===== src/design/hkr_pkg.sv =====
// ----------------------------------------------------------------------------
// hkr_pkg: shared types and constants
// Payload structs, event kind codes, function codes and register indexes for
// the boot-keyboard report decoder.
// ----------------------------------------------------------------------------
package hkr_pkg;

    // Number of key slots carried by one input report.
    localparam int IN_SLOTS = 6;

    localparam logic FUNC_REPORT = 1'b0;
    localparam logic FUNC_TICK   = 1'b1;

    localparam logic [1:0] KIND_PRESS   = 2'd0;
    localparam logic [1:0] KIND_RELEASE = 2'd1;
    localparam logic [1:0] KIND_REPEAT  = 2'd2;
    localparam logic [1:0] KIND_UNUSED  = 2'd3;

    localparam int CFG_INDEX_W = 1;
    localparam int CFG_DATA_W  = 16;
    localparam logic [CFG_INDEX_W-1:0] CFG_INITIAL_DELAY = 1'b0;
    localparam logic [CFG_INDEX_W-1:0] CFG_REPEAT_PERIOD = 1'b1;

    localparam logic [15:0] INITIAL_DELAY_RESET = 16'd1000;
    localparam logic [15:0] REPEAT_PERIOD_RESET = 16'd250;

    typedef struct packed {
        logic       func;
        logic [7:0] modifier_byte;
        logic [7:0] slot_a;
        logic [7:0] slot_b;
        logic [7:0] slot_c;
        logic [7:0] slot_d;
        logic [7:0] slot_e;
        logic [7:0] slot_f;
        logic [9:0] elapsed_ms;
    } in_item_t;

    typedef struct packed {
        logic [1:0] event_kind;
        logic [7:0] key_code;
        logic       shifted;
        logic       last_event;
    } out_item_t;

endpackage


===== src/design/hkr_front.sv =====
// ----------------------------------------------------------------------------
// hkr_front: report and tick classifier
// Accepts items, compares the new report with the held one, runs the repeat
// countdown and hands a job with the event masks to the queue.
// ----------------------------------------------------------------------------
module hkr_front
    import hkr_pkg::*;
#(
    parameter int KEY_SLOTS = 6,
    parameter int JOB_W     = 18 * KEY_SLOTS + 3
) (
    input  logic                   aclk,
    input  logic                   aresetn,
    input  logic                   s_valid,
    output logic                   s_ready,
    input  in_item_t               s_data,
    input  logic                   cfg_we,
    input  logic [CFG_INDEX_W-1:0] cfg_index,
    input  logic [CFG_DATA_W-1:0]  cfg_data,
    output logic                   q_valid,
    input  logic                   q_ready,
    output logic [JOB_W-1:0]       q_job
);

    localparam int EW = 2 * KEY_SLOTS;

    logic [15:0] initial_delay_reg;
    logic [15:0] repeat_period_reg;
    logic [7:0]  held_mod_reg, held_mod_next;
    logic [7:0]  held_keys_reg [KEY_SLOTS];
    logic [7:0]  held_keys_next [KEY_SLOTS];
    logic [15:0] countdown_reg, countdown_next;

    logic [7:0]      in_slots [IN_SLOTS];
    logic [7:0]      fresh [KEY_SLOTS];
    logic [EW-1:0]   ev_mask;
    logic [8*EW-1:0] ev_keys;
    logic            hi_repeat, lo_sh, hi_sh;
    logic            fire, accept;
    logic            rel_found, press_found;

    assign in_slots[0] = s_data.slot_a;
    assign in_slots[1] = s_data.slot_b;
    assign in_slots[2] = s_data.slot_c;
    assign in_slots[3] = s_data.slot_d;
    assign in_slots[4] = s_data.slot_e;
    assign in_slots[5] = s_data.slot_f;

    assign s_ready = q_ready;
    assign accept  = s_valid && s_ready;
    assign fire    = countdown_reg <= {6'd0, s_data.elapsed_ms};

    always_comb begin
        ev_mask     = '0;
        ev_keys     = '0;
        hi_repeat   = 1'b0;
        lo_sh       = held_mod_reg != 8'd0;
        hi_sh       = 1'b0;
        rel_found   = 1'b0;
        press_found = 1'b0;
        held_mod_next  = held_mod_reg;
        countdown_next = countdown_reg;
        for (int i = 0; i < KEY_SLOTS; i++) begin
            fresh[i] = 8'd0;
            for (int j = 0; j < IN_SLOTS; j++) begin
                if (i == j) begin
                    fresh[i] = in_slots[j];
                end
            end
            held_keys_next[i] = held_keys_reg[i];
        end

        if (s_data.func == FUNC_TICK) begin
            // Repeats of every held key, in slot order, when the countdown runs out.
            hi_repeat = 1'b1;
            hi_sh     = held_mod_reg != 8'd0;
            for (int i = 0; i < KEY_SLOTS; i++) begin
                ev_mask[KEY_SLOTS+i]           = fire && (held_keys_reg[i] != 8'd0);
                ev_keys[8*(KEY_SLOTS+i) +: 8] = held_keys_reg[i];
            end
            countdown_next = fire ? repeat_period_reg
                                  : countdown_reg - {6'd0, s_data.elapsed_ms};
        end else begin
            hi_sh = s_data.modifier_byte != 8'd0;
            // Releases occupy the low half of the mask, presses the high half.
            for (int i = 0; i < KEY_SLOTS; i++) begin
                rel_found   = 1'b0;
                press_found = 1'b0;
                for (int j = 0; j < KEY_SLOTS; j++) begin
                    if (fresh[j] == held_keys_reg[i]) begin
                        rel_found = 1'b1;
                    end
                    if (held_keys_reg[j] == fresh[i]) begin
                        press_found = 1'b1;
                    end
                end
                ev_mask[i]           = (held_keys_reg[i] != 8'd0) && !rel_found;
                ev_keys[8*i +: 8]    = held_keys_reg[i];
                ev_mask[KEY_SLOTS+i] = (fresh[i] != 8'd0) && !press_found;
                ev_keys[8*(KEY_SLOTS+i) +: 8] = fresh[i];
                held_keys_next[i] = fresh[i];
            end
            held_mod_next = s_data.modifier_byte;
            if (ev_mask[EW-1:KEY_SLOTS] != '0) begin
                countdown_next = initial_delay_reg;
            end
        end
    end

    assign q_valid = accept && (ev_mask != '0);
    assign q_job   = {hi_sh, lo_sh, hi_repeat, ev_keys, ev_mask};

    always_ff @(posedge aclk) begin
        if (!aresetn) begin
            initial_delay_reg <= INITIAL_DELAY_RESET;
            repeat_period_reg <= REPEAT_PERIOD_RESET;
            held_mod_reg      <= 8'd0;
            countdown_reg     <= 16'd0;
            for (int i = 0; i < KEY_SLOTS; i++) begin
                held_keys_reg[i] <= 8'd0;
            end
        end else begin
            if (cfg_we) begin
                case (cfg_index)
                    CFG_INITIAL_DELAY: initial_delay_reg <= cfg_data;
                    CFG_REPEAT_PERIOD: repeat_period_reg <= cfg_data;
                    default: ;
                endcase
            end
            if (accept) begin
                held_mod_reg  <= held_mod_next;
                countdown_reg <= countdown_next;
                for (int i = 0; i < KEY_SLOTS; i++) begin
                    held_keys_reg[i] <= held_keys_next[i];
                end
            end
        end
    end

endmodule


===== src/design/hkr_queue.sv =====
// ----------------------------------------------------------------------------
// hkr_queue: job queue
// A short first-in first-out queue of event jobs between the classifier and
// the event sequencer.
// ----------------------------------------------------------------------------
module hkr_queue
    import hkr_pkg::*;
#(
    parameter int WIDTH = 111,
    parameter int DEPTH = 2
) (
    input  logic             aclk,
    input  logic             aresetn,
    input  logic             in_valid,
    output logic             in_ready,
    input  logic [WIDTH-1:0] in_data,
    output logic             out_valid,
    input  logic             out_ready,
    output logic [WIDTH-1:0] out_data
);

    localparam int AW = (DEPTH > 1) ? $clog2(DEPTH) : 1;
    localparam int CW = $clog2(DEPTH + 1);

    logic [WIDTH-1:0] mem [DEPTH];
    logic [AW-1:0]    wptr_reg, rptr_reg;
    logic [CW-1:0]    count_reg, count_next;
    logic             push, pop;

    assign in_ready  = count_reg != CW'(DEPTH);
    assign out_valid = count_reg != '0;
    assign out_data  = mem[rptr_reg];
    assign push      = in_valid && in_ready;
    assign pop       = out_valid && out_ready;

    always_comb begin
        count_next = count_reg;
        if (push && !pop) begin
            count_next = count_reg + 1'b1;
        end else if (pop && !push) begin
            count_next = count_reg - 1'b1;
        end
    end

    always_ff @(posedge aclk) begin
        if (push) begin
            mem[wptr_reg] <= in_data;
        end
    end

    always_ff @(posedge aclk) begin
        if (!aresetn) begin
            wptr_reg  <= '0;
            rptr_reg  <= '0;
            count_reg <= '0;
        end else begin
            count_reg <= count_next;
            if (push) begin
                wptr_reg <= (wptr_reg == AW'(DEPTH - 1)) ? '0 : wptr_reg + 1'b1;
            end
            if (pop) begin
                rptr_reg <= (rptr_reg == AW'(DEPTH - 1)) ? '0 : rptr_reg + 1'b1;
            end
        end
    end

endmodule


===== src/design/hkr_back.sv =====
// ----------------------------------------------------------------------------
// hkr_back: event sequencer
// Takes one job at a time and emits its events lowest bit first, one per
// cycle while m_ready allows, through an output register.
// ----------------------------------------------------------------------------
module hkr_back
    import hkr_pkg::*;
#(
    parameter int KEY_SLOTS = 6,
    parameter int JOB_W     = 18 * KEY_SLOTS + 3
) (
    input  logic             aclk,
    input  logic             aresetn,
    input  logic             q_valid,
    output logic             q_ready,
    input  logic [JOB_W-1:0] q_job,
    output logic             m_valid,
    input  logic             m_ready,
    output out_item_t        m_data
);

    localparam int EW = 2 * KEY_SLOTS;
    localparam int IW = $clog2(EW);

    logic            busy_reg;
    logic [EW-1:0]   mask_reg;
    logic [8*EW-1:0] keys_reg;
    logic            hi_repeat_reg, lo_sh_reg, hi_sh_reg;
    logic            m_valid_reg;
    out_item_t       out_reg, out_next;

    logic [EW-1:0] pick, rest;
    logic [IW-1:0] idx;
    logic          advance, done, load, is_low;

    assign pick    = mask_reg & (~mask_reg + 1'b1);
    assign rest    = mask_reg & ~pick;
    assign advance = busy_reg && (!m_valid_reg || m_ready);
    assign done    = advance && (rest == '0);
    assign q_ready = !busy_reg || done;
    assign load    = q_valid && q_ready;

    always_comb begin
        idx = '0;
        for (int i = 0; i < EW; i++) begin
            if (pick[i]) begin
                idx = IW'(i);
            end
        end
    end

    assign is_low = int'(idx) < KEY_SLOTS;

    always_comb begin
        out_next.key_code   = keys_reg[8*idx +: 8];
        out_next.last_event = rest == '0;
        if (is_low) begin
            out_next.event_kind = KIND_RELEASE;
            out_next.shifted    = lo_sh_reg;
        end else begin
            out_next.event_kind = hi_repeat_reg ? KIND_REPEAT : KIND_PRESS;
            out_next.shifted    = hi_sh_reg;
        end
    end

    always_ff @(posedge aclk) begin
        if (load) begin
            mask_reg      <= q_job[EW-1:0];
            keys_reg      <= q_job[9*EW-1:EW];
            hi_repeat_reg <= q_job[9*EW];
            lo_sh_reg     <= q_job[9*EW+1];
            hi_sh_reg     <= q_job[9*EW+2];
        end else if (advance) begin
            mask_reg <= rest;
        end
        if (advance) begin
            out_reg <= out_next;
        end
    end

    always_ff @(posedge aclk) begin
        if (!aresetn) begin
            busy_reg    <= 1'b0;
            m_valid_reg <= 1'b0;
        end else begin
            if (load) begin
                busy_reg <= 1'b1;
            end else if (done) begin
                busy_reg <= 1'b0;
            end
            if (advance) begin
                m_valid_reg <= 1'b1;
            end else if (m_ready) begin
                m_valid_reg <= 1'b0;
            end
        end
    end

    assign m_valid = m_valid_reg;
    assign m_data  = out_reg;

endmodule


===== src/design/hid_keyboard_report_to_key_events.sv =====
// ----------------------------------------------------------------------------
// hid_keyboard_report_to_key_events: boot-keyboard report decoder
// Turns keyboard reports and time ticks into press, release and repeat events.
//
//   Port group  Dir  Handshake         Payload
//   s_*         in   s_valid/s_ready   in_item_t (report or tick)
//   m_*         out  m_valid/m_ready   out_item_t (one key event)
//   cfg_*       in   cfg_we            cfg_index, cfg_data
//
// An accepted item's job passes the queue memory, the sequencer job registers
// and the output register before its first event is valid. Events, up to
// 2*KEY_SLOTS per item, leave one per cycle while m_ready allows.
// The job queue lets new items enter while events of earlier ones still drain
// or stall on m_ready; s_ready drops only while the queue is full.
// Reset is synchronous; no clearing pass is needed.
// ----------------------------------------------------------------------------
module hid_keyboard_report_to_key_events
    import hkr_pkg::*;
#(
    parameter int KEY_SLOTS   = 6,
    parameter int QUEUE_DEPTH = 2
) (
    input  logic                   aclk,
    input  logic                   aresetn,
    input  logic                   s_valid,
    output logic                   s_ready,
    input  in_item_t               s_data,
    output logic                   m_valid,
    input  logic                   m_ready,
    output out_item_t              m_data,
    input  logic                   cfg_we,
    input  logic [CFG_INDEX_W-1:0] cfg_index,
    input  logic [CFG_DATA_W-1:0]  cfg_data
);

    localparam int JOB_W = 18 * KEY_SLOTS + 3;

    logic             fq_valid, fq_ready;
    logic [JOB_W-1:0] fq_job;
    logic             qb_valid, qb_ready;
    logic [JOB_W-1:0] qb_job;

    hkr_front #(
        .KEY_SLOTS (KEY_SLOTS),
        .JOB_W     (JOB_W)
    ) u_front (
        .aclk      (aclk),
        .aresetn   (aresetn),
        .s_valid   (s_valid),
        .s_ready   (s_ready),
        .s_data    (s_data),
        .cfg_we    (cfg_we),
        .cfg_index (cfg_index),
        .cfg_data  (cfg_data),
        .q_valid   (fq_valid),
        .q_ready   (fq_ready),
        .q_job     (fq_job)
    );

    hkr_queue #(
        .WIDTH (JOB_W),
        .DEPTH (QUEUE_DEPTH)
    ) u_queue (
        .aclk      (aclk),
        .aresetn   (aresetn),
        .in_valid  (fq_valid),
        .in_ready  (fq_ready),
        .in_data   (fq_job),
        .out_valid (qb_valid),
        .out_ready (qb_ready),
        .out_data  (qb_job)
    );

    hkr_back #(
        .KEY_SLOTS (KEY_SLOTS),
        .JOB_W     (JOB_W)
    ) u_back (
        .aclk    (aclk),
        .aresetn (aresetn),
        .q_valid (qb_valid),
        .q_ready (qb_ready),
        .q_job   (qb_job),
        .m_valid (m_valid),
        .m_ready (m_ready),
        .m_data  (m_data)
    );

    // An empty slot never turns into an event.
    a_no_zero_key: assert property (@(posedge aclk) disable iff (!aresetn)
        m_valid |-> m_data.key_code != 8'd0)
        else $error("event with an empty key code");

    a_kind_legal: assert property (@(posedge aclk) disable iff (!aresetn)
        m_valid |-> m_data.event_kind != KIND_UNUSED)
        else $error("event with a reserved kind");

    // Jobs are only produced for accepted items, so the queue never overflows.
    a_push_has_room: assert property (@(posedge aclk) disable iff (!aresetn)
        fq_valid |-> fq_ready && s_valid)
        else $error("job pushed without room or without an item");

    // A tick never yields a release.
    a_tick_no_release: assert property (@(posedge aclk) disable iff (!aresetn)
        fq_valid && s_data.func == FUNC_TICK |-> fq_job[KEY_SLOTS-1:0] == '0)
        else $error("release produced by a tick");

endmodule

===== config.mk =====
export PLATFORM = sky130hd
export DESIGN_NAME = hid_keyboard_report_to_key_events
export DESIGN_NICKNAME = d
export VERILOG_FILES = /design/src/design/hkr_pkg.sv /design/src/design/hkr_front.sv /design/src/design/hkr_queue.sv /design/src/design/hkr_back.sv /design/src/design/hid_keyboard_report_to_key_events.sv
export SDC_FILE = /design/constraint.sdc
export NUM_CORES = 1
export LEC_CHECK = 0
export ABC_AREA = 1
export BUFFER_PORTS_ARGS = -buffer_cell sky130_fd_sc_hd__buf_2
export CAP_MARGIN = 0
export CORE_ASPECT_RATIO = 1.75
export CORE_UTILIZATION = 35
export CTS_CLUSTER_SIZE = 14
export DETAILED_ROUTE_END_ITERATION = 10
export SYNTH_ARGS = -nofsm -noshare
export SYNTH_HDL_FRONTEND = slang
export SYNTH_SLANG_ARGS = --single-unit

===== constraint.sdc =====
create_clock -name aclk -period 10.6 [get_ports aclk]
set_clock_uncertainty 0.2 [all_clocks]
set_input_delay 0.53 -clock aclk [delete_from_list [all_inputs] [get_ports aclk]]
set_output_delay 0.53 -clock aclk [all_outputs]
set_load 0.01 [all_outputs]

==> metrics.txt, run 1 <==
drt total wl=81.2 mm; Worst VDD drop=0.000147 V; initial antenna violation count=6; dpl ws=5.53 ns; Hold Vio Cnt, Final=0; Placed Cells incl. Taps=3,730; Yosys warnings=0; WHS Path Cells=3; Setup crit start kind=flop; Rows=127; Clk pin slew, worst setup/hold paths=0.06 ns; CP Capture Type=flop; Syn Std Cell Area=24,500 µm²; area grow syn2layout=8.82%; Worst-Margin Slew=1.23 ns; CTS buffer count=43; TNS Setup=0 ns; sequential fraction of the synthesis area=53.4%; # fillers=6,962; reg2reg path depth=17; CTS H-tree depth=2; Worst-Skew Late Latency=0.61 ns; R2R Setup Slk=5.58 ns; first-pass GRT wire length=118 mm; dpl cell area=25,200 µm²; GRT Util Overall=22.7%; post-route setup slack=5.58 ns; CP peak stage delay=0.62 ns; vias in the first global route=18.2k; crit path kind=reg -> reg; DR vias=19.0k; Pleak=0.0113 µW; post-layout util=38.7%; routability congestion estimate=1.09; vias per cell=4.98; total I/O pin count=103; Max FO, Critical Path=42; fmax=199 MHz; Hold Path Class=in -> reg; Worst EP arrival=5.03 ns; 1st-iter DRT viols=1,609; Die Y-Extent=352 µm; Reg2Reg Launch Point=u_front.held_keys_reg[0][18]; final non-filler cell total=3,818; status=completed; Synth Area per Inst=8.47 µm²; RSZ-0062 raised after global routing=no; Slew HR=17.5%; Hold Path Sink=u_front.held_mod_reg[3]; largest net degree at the start of global routing=97; First-pass DRT Iterations=6; Die X=202 µm; Synth Register Bits=456; max-slew violation count=0; clock sink count=456; most frequent CP cell=nand2_1; Starting Density=35.6%; critical hold path startpoint=s_data[61]; critical-path cell with the highest stage delay=nor2_4; Post-Synthesis Cells=2,889; CTS Root Cell=clkbuf_16; CTS tree=built; CTS max path bufs=3; share of cells above drive strength 1=9.51%; Residual DRC=0; min Tclk post-route=5.02 ns; most frequent cells in the layout=nand2_1, edfxtp_1, nor2_1; pwr dens=238 nW/µm²; Final setup viols=0; reg2reg end=u_queue.mem[0][18]; Synthesized Nets=2,990; die area=71,000 µm²; number of distinct library cells after synthesis=51; Critical Path RT=10.61 ns; fin area=26,600 µm²; CP cell instances=inv_1 -> nand2_1 -> nand4_1 -> nor2_1 -> nand2_1 -> nand2_1 -> nor2_1 -> nand3_1 -> nand2_1 -> nor2_1 -> nand2_1 -> nor2_1 -> nor2_2 -> inv_1 -> nor2_4 -> buf_4 -> buf_4; FF+latch area=13,100 µm²; Max-cap violations=0; Post-DP HPWL=60.3 mm; IO buf count=102; grt ovf=0; Tcrit/Tclk final=47.4%; leading cell type in the layout, fill and taps excluded=nand2_1; antenna-violating nets left=0; core area=68,800 µm²; detail-routed net length per standard cell=21.3 µm; nets=2,986; number of flip-flops under the largest register name=222; area of the multi-input gates=9470 µm²
[worst max-delay path: cells and delay by family, from the launching register on]
kind	cells	cell delay (ns)
buffers and inverters	4	1.63
AND/OR/NAND/NOR	13	2.12
flip-flops	1	0.58
[what timing repair did]
item,CTS,global route
hold endpoints to repair,20,0
buffers inserted,0,0
resized for setup,0,0
hold buffers,13,0
[where the power goes]
group	switching [µW]	internal (µW)	leakage [µW]	total, µW
clock network	719	785	0.000634	1500
registers	241	2580	0.00432	2830
logic	1410	580	0.00634	1990
[through the flow]
step / hold slack (ns) / total power, µW
after CTS: 0.00125 / 6390
after global routing: 0.0193 / 6690
final: 0.0193 / 6320
after floorplan: 0.229 / 4310
after detailed placement: 0.244 / 4880
after global placement: 0.241 / 4860
[cell usage after synthesis, drive strengths merged]
| library cell | instances | area, µm² |
|---|---|---|
| nand2 | 1131 | 4290 |
| edfxtp | 393 | 11800 |
| nor2 | 339 | 1320 |
| inv | 230 | 868 |
| o21ai | 127 | 677 |
| buf | 119 | 831 |
| xnor2 | 116 | 1020 |
| nand3 | 70 | 365 |
| nand4 | 70 | 453 |
| dfxtp | 63 | 1260 |
| clkbuf | 60 | 225 |
| a21oi | 43 | 230 |
| o211ai | 27 | 283 |
| xor2 | 23 | 201 |
| nor4 | 12 | 81.3 |
| ha | 11 | 138 |
| mux2i | 10 | 100 |
| a211oi | 7 | 52.6 |
| nand3b | 7 | 52.6 |
| a31oi | 5 | 37.5 |
| and2 | 5 | 31.3 |
| clkinv | 5 | 25.0 |
| nor3 | 4 | 20.0 |
| a21boi | 2 | 15.0 |
| or2 | 2 | 12.5 |
| a221oi | 1 | 8.76 |
| and3 | 1 | 6.26 |
| fa | 1 | 20.0 |
| maj3 | 1 | 10.0 |
| mux2 | 1 | 11.3 |
| nor2b | 1 | 6.26 |
| o21a | 1 | 7.51 |
| o22ai | 1 | 12.5 |
[area by class of cell]
class	instances	area share (%)
diodes	1	0.00940
clock buffers	53	4.22
clock inverters	21	0.653
inverters	235	3.38
multi-input cells	2019	35.6
flip-flops and latches	456	49.1
well taps	903	4.24
repair buffers	130	2.84
[routing by layer]
| metal | GRT usage (%) | wire length (µm) |
|---|---|---|
| met1 | 25.1 | 30200 |
| met2 | 40.7 | 40900 |
| met3 | 3.05 | 4130 |
| met4 | 15.2 | 5950 |
| met5 | 0 | 42 |
[cell families (layout without fill, tap and decap cells)]
family | after synthesis | in the layout | share of synthesized area (%)
xor gates and xnor gates | 139 | 139 | 4.98
adders and majority gates | 13 | 13 | 0.685
muxes | 11 | 11 | 0.455
AOI/OAI and AO/OA | 214 | 214 | 5.41
buffers and inverters | 414 | 439 | 7.97
DFF | 456 | 456 | 53.4
other | 0 | 1 | 0
and+or+nand+nor | 1642 | 1642 | 27.1
[how the worst max path moves through the flow]
stage	to	start	depth (start not counted)	slack, ns
3_3_place_gp	u_queue.mem[0][70]	s_data[49]	19	5.51
5_1_grt	u_queue.mem[0][18]	u_front.held_keys_reg[0][18]	17	5.25
6_report	u_queue.mem[0][18]	u_front.held_keys_reg[0][18]	17	5.58
3_5_place_dp	u_queue.mem[0][38]	s_data[3]	20	5.53
4_1_cts	u_queue.mem[0][18]	u_front.held_keys_reg[0][2]	17	5.61
2_1_floorplan	u_queue.mem[0][0]	s_data[3]	18	3.09
Power figures use the tool's default switching activity.
==> run 2: changes to the inputs <==
==> constraint.sdc (replaced) <==
create_clock -name aclk -period 5.2 [get_ports aclk]
set_clock_uncertainty 0.2 [all_clocks]
set_input_delay 0.26 -clock aclk [delete_from_list [all_inputs] [get_ports aclk]]
set_output_delay 0.26 -clock aclk [all_outputs]
set_load 0.01 [all_outputs]
==> run 2 against run 1 <==
Critical path depth stayed put. Combinational power is 110% higher. Final area is 1.0% higher. First-iteration DRC count is 5.0% higher. Worst setup slack worse by 4.2 ns. Register-to-register slack worse by 4.2 ns. Via count is 1.4% higher. Utilization is 0.39 points higher. Sequential cell count stayed put. Fmax is 31% higher.
==> metrics.txt, run 2 (same netlist as run 1, synthesis figures left out) <==
detail-routed net length per standard cell=21.1 µm (was 21.3 µm); vias in the first global route=18.9k (was 18.2k); fmax=261 MHz (was 199 MHz); Slew HR=25.3% (was 17.5%); crit path kind=reg -> reg (unchanged); Critical Path RT=5.24 ns (was 10.61 ns); IO buf count=102 (unchanged); largest net degree at the start of global routing=91 (was 97); drt total wl=81.2 mm (about the same); grt ovf=0 (unchanged); Rows=127 (unchanged); 1st-iter DRT viols=1,690 (was 1,609); core area=68,800 µm² (unchanged); CTS H-tree depth=2 (unchanged); Pleak=0.0114 µW (was 0.0113 µW); CTS tree=built (unchanged); Hold Path Class=in -> reg (unchanged); routability congestion estimate=1.08 (was 1.09); nets=3,012 (was 2,986); CTS max path bufs=3 (unchanged); Post-DP HPWL=59.9 mm (was 60.3 mm); CP Capture Type=flop (unchanged); First-pass DRT Iterations=6 (unchanged); post-layout util=39.1% (was 38.7%); CTS Root Cell=clkbuf_16 (unchanged); first-pass GRT wire length=120 mm (was 118 mm); vias per cell=5.02 (was 4.98); Residual DRC=0 (unchanged); area grow syn2layout=9.90% (was 8.82%); DR vias=19.3k (was 19.0k); Clk pin slew, worst setup/hold paths=0.07 ns (was 0.06 ns); die area=71,000 µm² (unchanged); CTS resizes=0 (unchanged); Max-cap violations=0 (unchanged); Post-CTS Hold Fix Bufs=30 (was 13); Worst VDD drop=0.000339 V (was 0.000147 V); antenna diode count=0 (was 1); # fillers=6,912 (was 6,962); Setup crit start kind=flop (unchanged); Hold Vio Cnt, Final=0 (unchanged); status=completed (unchanged); Die X=202 µm (unchanged); post-CTS setup buffers=0 (unchanged); share of cells above drive strength 1=9.64% (was 9.51%); leading cell type in the layout, fill and taps excluded=nand2_1 (unchanged); Worst EP arrival=3.88 ns (was 5.03 ns); Final setup viols=0 (unchanged); Worst-Skew Late Latency=0.59 ns (was 0.61 ns); Tcrit/Tclk final=73.8% (was 47.4%); GRT Util Overall=22.9% (was 22.7%); Worst-Margin Slew=1.12 ns (was 1.23 ns); min Tclk post-route=3.84 ns (was 5.02 ns); most frequent cells in the layout=nand2_1, edfxtp_1, nor2_1 (unchanged); pwr dens=479 nW/µm² (was 238 nW/µm²); Max FO, Critical Path=38 (was 42); clock sink count=456 (unchanged); max-slew violation count=0 (unchanged); number of flip-flops under the largest register name=222 (unchanged); Die Y-Extent=352 µm (unchanged); total I/O pin count=103 (unchanged); antenna-violating nets left=0 (unchanged); initial antenna violation count=4 (was 6); TNS Setup=0 ns (unchanged); CTS buffer count=42 (was 43); RSZ-0062 raised after global routing=no (unchanged); Starting Density=35.6% (unchanged)
run 2: cell types whose count changed in the layout (fill, tap and decap cells not counted), moves of 2 or more:
cell,delta
dlygate4sd3_1,+17
buf_12,+5
buf_4,+5
clkinv_2,-4
clkinv_4,+3
clkbuf_1,+2
clkinv_1,-2
clkinv_8,-2
run 2: worst paths after layout:
kind	startpoint	end	slack, ns	depth (start not counted)
worst min register to register	u_front.countdown_reg[9]	u_front.countdown_reg[9]	0.27	2
worst max-delay path	u_front.held_keys_reg[0][38]	u_queue.mem[0][103]	1.36	17
worst max register to register	u_front.held_keys_reg[0][38]	u_queue.mem[0][103]	1.36	17
worst min-delay path	aresetn	u_front.initial_delay_reg[9]	0.04	3
run 2: where the power goes:
part	switching (µW)	internal (µW)
Sequential	492	5260
Combinational	2920	1250
Clock	1370	1600
Total	4780	8110
run 2: metal layers:
metal,track usage [%],up-vias,share of wire (%),wire length (µm)
met4,14.6,0,6.9,5590
li1,-,9288,-,-
met3,2.96,240,6.1,4990
met1,25.3,8933,36,29600
met2,41.3,816,51,41000
met5,0,-,0,0
run 2: worst max-delay path, stage by stage (launching register included):
cell,delay (ns)
edfxtp_1,0.70
clkinv_2,0.38
nand2_1,0.13
nand2_1,0.05
nand2_1,0.05
nor2_1,0.07
nand2_1,0.10
nand2_1,0.06
nor2_1,0.28
nand3_1,0.15
nand2_1,0.16
nor2_1,0.06
nand3_1,0.07
nor2_1,0.06
nor2_2,0.12
inv_1,0.08
nor2_4,0.44
buf_12,0.30
run 2: area by class of cell:
type / instances / area, µm² / share of cell area, %
sequential: 456 / 13100 / 48.6
clock inverter: 14 / 113 / 0.419
tap: 903 / 1130 / 4.20
clock buffer: 56 / 1140 / 4.26
inverter: 235 / 900 / 3.35
multi-input combinational: 2019 / 9470 / 35.2
timing repair buffer: 157 / 1060 / 3.96
run 2: through the flow:
stage | std cells | area, µm² | total power (µW) | hold WS, ns | setup slack, ns
2_1_floorplan | 2889 | 24500 | 8770 | 0.159 | 0.599
3_3_place_gp | 3740 | 25300 | 9990 | 0.243 | 1.42
3_5_place_dp | 3740 | 25300 | 10000 | 0.251 | 1.45
4_1_cts | 3840 | 26900 | 13000 | 0.0114 | 1.43
5_1_grt | 3840 | 26900 | 13600 | 0.0318 | 1.26
6_report | 3840 | 26900 | 12900 | 0.0370 | 1.36
